File: src/hdl/psr_pkg.sv
// Package for the pitch-shifting linear resampler.
// Holds field widths, register and mode codes, the semitone table and the store request type.
// No dependencies.
package psr_pkg;

    localparam int SAMPLE_DEPTH = 65536;
    localparam int STEP_FRAC    = 24;

    localparam int ADDR_W    = $clog2(SAMPLE_DEPTH);
    localparam int NOTE_W    = 7;
    localparam int CNT_W     = 17;
    localparam int CFG_W     = 17;
    localparam int CFG_IDX_W = 2;
    localparam int ADR_FLD_W = 16;
    localparam int SMP_W     = 16;
    localparam int IDX_W     = 24;
    localparam int VAL_W     = SMP_W + 8;
    localparam int IN_DATA_W = ADR_FLD_W + SMP_W + IDX_W;

    localparam int STEP_W    = 40;
    localparam int HALF_W    = STEP_W / 2;
    localparam int PART_W    = IDX_W + HALF_W;
    localparam int POS_W     = IDX_W + STEP_W;
    localparam int LOW_W     = POS_W - STEP_FRAC;
    localparam int ACC_W     = SMP_W + STEP_FRAC + 2;

    localparam int SEMI_W    = 17;
    localparam int SEMI_FRAC = 16;

    localparam logic [NOTE_W-1:0] NOTE_RESET = NOTE_W'(60);
    localparam logic [CNT_W-1:0]  CNT_RESET  = CNT_W'(1);

    localparam logic [CFG_IDX_W-1:0] CFG_ROOT   = CFG_IDX_W'(0);
    localparam logic [CFG_IDX_W-1:0] CFG_TARGET = CFG_IDX_W'(1);
    localparam logic [CFG_IDX_W-1:0] CFG_COUNT  = CFG_IDX_W'(2);

    localparam logic MODE_LOAD = 1'b0;
    localparam logic MODE_READ = 1'b1;

    typedef struct packed {
        logic              wr_en;
        logic [ADDR_W-1:0] wr_addr;
        logic [SMP_W-1:0]  wr_data;
        logic              rd_en;
        logic [ADDR_W-1:0] rd_addr_a;
        logic [ADDR_W-1:0] rd_addr_b;
    } t_store_req;

    // 2^(s/12) in Q1.16, rounded to nearest
    function automatic logic [SEMI_W-1:0] semitone(input logic [3:0] s);
        logic [SEMI_W-1:0] v;
        unique case (s)
            4'd0:    v = SEMI_W'(65536);
            4'd1:    v = SEMI_W'(69433);
            4'd2:    v = SEMI_W'(73562);
            4'd3:    v = SEMI_W'(77936);
            4'd4:    v = SEMI_W'(82570);
            4'd5:    v = SEMI_W'(87480);
            4'd6:    v = SEMI_W'(92682);
            4'd7:    v = SEMI_W'(98193);
            4'd8:    v = SEMI_W'(104032);
            4'd9:    v = SEMI_W'(110218);
            4'd10:   v = SEMI_W'(116772);
            4'd11:   v = SEMI_W'(123715);
            default: v = SEMI_W'(65536);
        endcase
        return v;
    endfunction

endpackage

File: src/hdl/psr_step.sv
// Pitch step generator: 0.5 * 2^((target - root) / 12) in unsigned fixed point.
// Semitone table lookup plus rounding shift, saturated, registered.
// Depends on psr_pkg.
module psr_step import psr_pkg::*; (
    input  logic              i_clk,
    input  logic              i_rst_n,
    input  logic [NOTE_W-1:0] i_root_note,
    input  logic [NOTE_W-1:0] i_target_note,
    output logic [STEP_W-1:0] o_step
);

    localparam int OCT_BIAS = 11;
    localparam int EXP_OFS  = STEP_FRAC - SEMI_FRAC - OCT_BIAS - 1;
    localparam int WIDE_W   = (STEP_FRAC + 10 > STEP_W) ? STEP_FRAC + 10 : STEP_W + 1;
    localparam logic [STEP_W-1:0] STEP_RESET = STEP_W'(1) << (STEP_FRAC - 1);

    logic [8:0]          w_bias;
    logic [18:0]         w_recip;
    logic [4:0]          w_oct;
    logic [3:0]          w_semi;
    logic [SEMI_W-1:0]   w_base;
    logic signed [7:0]   w_exp;
    logic [6:0]          w_sh;
    logic [WIDE_W-1:0]   w_wide;
    logic [STEP_W-1:0]   n_step;
    logic [STEP_W-1:0]   r_step;

    always_comb begin
        // difference biased by whole octaves so that the floor division works on a positive value
        w_bias  = 9'(i_target_note) + 9'(OCT_BIAS * 12) - 9'(i_root_note);
        w_recip = 19'(w_bias) * 19'd683;
        w_oct   = w_recip[17:13];
        w_semi  = 4'(w_bias - 9'(w_oct) * 9'd12);
        w_base  = semitone(w_semi);
        w_exp   = $signed({3'b000, w_oct}) + 8'(EXP_OFS);
        w_sh    = 7'(-w_exp);
        if (w_exp >= 0) begin
            w_wide = WIDE_W'(w_base) << w_exp[6:0];
        end else begin
            w_wide = (WIDE_W'(w_base) + (WIDE_W'(1) << (w_sh - 7'd1))) >> w_sh;
        end
        n_step = (|w_wide[WIDE_W-1:STEP_W]) ? '1 : w_wide[STEP_W-1:0];
    end

    always_ff @(posedge i_clk) begin
        if (!i_rst_n) begin
            r_step <= STEP_RESET;
        end else begin
            r_step <= n_step;
        end
    end

    assign o_step = r_step;

endmodule

File: config.mk
export PLATFORM = sky130hd
export DESIGN_NAME = psr_step
export DESIGN_NICKNAME = d
export VERILOG_FILES = /design/src/hdl/psr_pkg.sv /design/src/hdl/psr_step.sv
export SDC_FILE = /design/constraint.sdc
export NUM_CORES = 1
export LEC_CHECK = 0
export BUFFER_PORTS_ARGS = -buffer_cell sky130_fd_sc_hd__buf_2
export CORE_MARGIN = 4
export CORE_UTILIZATION = 50
export DETAILED_ROUTE_END_ITERATION = 6
export PLACE_DENSITY_LB_ADDON = 0.1
export SYNTH_ARGS = -nofsm -noshare
export SYNTH_HDL_FRONTEND = slang
export SYNTH_SLANG_ARGS = --single-unit
File: constraint.sdc
create_clock -name i_clk -period 15.1 [get_ports i_clk]
set_clock_uncertainty 0.15 [all_clocks]
set_input_delay 3.02 -clock i_clk [delete_from_list [all_inputs] [get_ports i_clk]]
set_output_delay 3.02 -clock i_clk [all_outputs]
set_load 0.01 [all_outputs]
==> metrics list <==
- Leaving out fill and tap cells, the most frequent cell in the layout is nand2_1.
- For this run, design rule violations remaining after detail routing come to 7.
- Net count after synthesis: 1267
- Summing the areas of all compound-gate instances in the mapped netlist gives between 30% and 40% of the synthesized area.
- Placement row count: 46
- Hold-fix buffer count after cts: 0
- For this run the aggregate overflow at the end of global routing stands at 0.
* Number of routed nets with antenna violations: 0
- Number of enable-type register cells in the synthesized netlist: 0
* Global-route usage over all layers: 28.6%
- Worst slew pin tran: about 1.1 ns
* Number of buffers on the longest clock path: 2
* Clock-pin slew on the worst setup and hold paths: around 0.06 ns
* End-of-flow core utilization: between 50 and 60%
- Gates resized, CTS repair: 0
- Setup crit end kind: flop
- Of the total synthesized cell area, the portion taken by AND, OR, NAND and NOR gates is around 22%.
* Critical Path AT: between 10 and 15 ns
- Htree depth: 2
* Number of global-route vias before repair: approximately 7800
- Of the post-synthesis cell area, the part taken by muxes is under 10%.
- Summing over every cut layer, the via total after detailed routing is between 8000 and 9000.
- Of the available clock period, the critical path in the final layout requires between 90% and 100%.
- Synthesized area per cell: ~7 sq um
- Synthesis inferred 40 register bits.
- After the flow finishes, the layout carries non-filler instances totaling between 1000 and 1500.
* Yosys synthesis warning count: 0
- Number of slew-limit violations in the final report: 0
- Share of cells above drive strength 1: between 10% and 20%
- Count of mapped cells out of synthesis: 1143
- Entering global routing, the biggest net connects 48 pins.
* Crit path max fanout: 31
- Combinational family with the most area after synthesis: compound AO/OA/AOI/OAI gates
* Clock Sinks: 40
* Multi-input logic area: 0.00659 sq mm
- Worst Path Class, Setup: primary input to flop
- Initial core utilization: 50.8%
* Number of distinct library cell variants in the gate-level netlist after synthesis: 91
- The final reports fail on DRC.
- The wire-length estimate of the detail-placed layout is between 20 and 25 mm.
* Flip-flop count of the largest register, all copies and words added: 40
- Clock tree from TritonCTS: yes
* Die Area: 0.0181 sq mm
* Crit path launch type: primary input
- In the routed layout, each cell is associated on average with a via count of 6.26.
- Cell count after placement: between 1000 and 1500
- Adder-cell share of the synthesized area: 18.8%
- Sequential share of the synthesized area: about a tenth
- In this run the cell area of the synthesized design comes to 0.00801 sq mm.
- The congestion estimate from routability-driven global placement came to between 1 and 1.5.
* Global-route wire length before repair: about 42 mm
* Core Footprint: around 0.016 sq mm
- Slew Limit Headroom: slightly below 30%
- The top cell types in the final layout, fill and taps aside, are 123 x nand2_1, 122 x nor2_1, 97 x a21oi_1.
- In this run the post-CTS setup repair buffer count came out at 0.
* Layout overhead on the synthesized area: 7.98%
* Routed WL per cell: between 15 and 20 microns
* Ys async rst share: 0%
* Worst path most repeated cell: ha_1
- The die is approximately 130 microns wide.
- During placement, the flow inserted port buffers numbering 55.
- Hold Slack: roughly 3.0 ns
- Derived from the worst setup path, the maximum achievable clock frequency is slightly above 70 MHz.
- The die is ~130 microns tall.
- The flow ran to the end, but the final reports show violations.
- Max-cap violation count: 0
* Antenna violations before repair: 0
- XOR/XNOR share of the synthesized area: roughly 4.3%
- TNS Setup: 0 ns
- Inserted Clock Buffers: 5
- Sequential Area: 801 sq um
* Number of filler instances in the final layout: about 1700
* Flip-flop cell with the highest count after synthesis: dfxtp_1
* Required time of the worst setup path: 15.12 ns
* RSZ-0062 raised after global routing: false
* DRC violation total after the first TritonRoute iteration: about 750
- The repair_antennas step left the layout with diodes totalling 0.
- Total number of nets in the final design: about 1300
- The min-delay analysis places its worst path in the category primary input to flop.
* First-pass iteration count of the detailed router: 7
- In this run the clock root is driven by a clkbuf_16.
* Final hold viol count: 0
* Largest stage delay, worst path: slightly above 0.5 ns
* Post-detailed-routing wire length: ~27 mm
- I/O pin count: 56
* Count of endpoints failing setup in the final report: 0
* Critical path's slowest cell: fa_1
- The worst path needs ~14 ns of the cycle, external delays included.
[critical path: cells and delay by family]
kind / cells / cell delay, ns
xor+xnor: 2 / 0.43
fa+ha+maj: 10 / 3.63
buf+inv: 7 / 1.05
simple gates: 12 / 2.30
compound gates: 16 / 3.55
[synth_stat cells, types with 9 or more instances]
library cell | number | area [sq um]
nand4_1 | 9 | 56.3
nor3_1 | 28 | 140
xor2_1 | 9 | 78.8
inv_1 | 95 | 357
nor2_1 | 122 | 458
a21oi_1 | 97 | 485
clkbuf_1 | 52 | 195
o22ai_1 | 11 | 68.8
o31ai_1 | 13 | 97.6
fa_1 | 21 | 420
a211oi_1 | 15 | 113
xnor2_1 | 27 | 236
a21o_1 | 15 | 113
and2_1 | 11 | 68.8
ha_1 | 87 | 1090
dfxtp_1 | 40 | 801
o211ai_1 | 17 | 128
mux2i_1 | 33 | 330
o21ai_0 | 69 | 345
nand3_1 | 29 | 145
a31oi_1 | 20 | 125
o21a_1 | 9 | 67.6
nand2_1 | 123 | 462
[cells by family (layout without fill, tap and decap cells)]
family                   count (synthesis)  in the layout
AO/OA/AOI/OAI                          369            369
XOR/XNOR                                37             37
multiplexers                            40             40
AND/OR/NAND/NOR                        384            384
buffers and inverters                  165            181
flip-flops                              40             40
adder cells (fa/ha/maj)                108            108
[per-stage QoR]
step / setup WS (ns) / cell area [sq um]
2_1_floorplan: 0.956 / 8010
3_3_place_gp: 0.861 / 8460
3_5_place_dp: 0.743 / 8460
4_1_cts: 0.983 / 8640
5_1_grt: 0.113 / 8650
6_report: 1.08 / 8650
[metal layers]
layer	routed length, microns	vias up	track usage, %
met5	0	-	0
met4	1150	0	12.3
met3	2590	81	4.14
met2	11200	449	43.7
met1	11600	3919	40.1
li1	-	4161	-
[final timing paths]
| check | from | to | slack [ns] | cells past startpoint |
|---|---|---|---|---|
| max | i_root_note[1] | o_step[15]$_SDFF_PN0_ | 1.08 | 47 |
| min | i_rst_n | o_step[10]$_SDFF_PN0_ | 2.95 | 2 |
[area by class of cell]
class                           instances  share of cell area, %
Sequential cell                        40                   9.26
Clock buffer                            5                   1.45
Timing Repair Buffer                   76                   5.01
Clock inverter                          2                  0.694
Inverter                               98                   4.27
Tap cell                              216                   3.12
Multi-Input combinational cell        938                   76.2
Power is left out: the tool's default activity adds up to more than one toggle a clock period on the data nets, which glitch-free logic cannot reach.
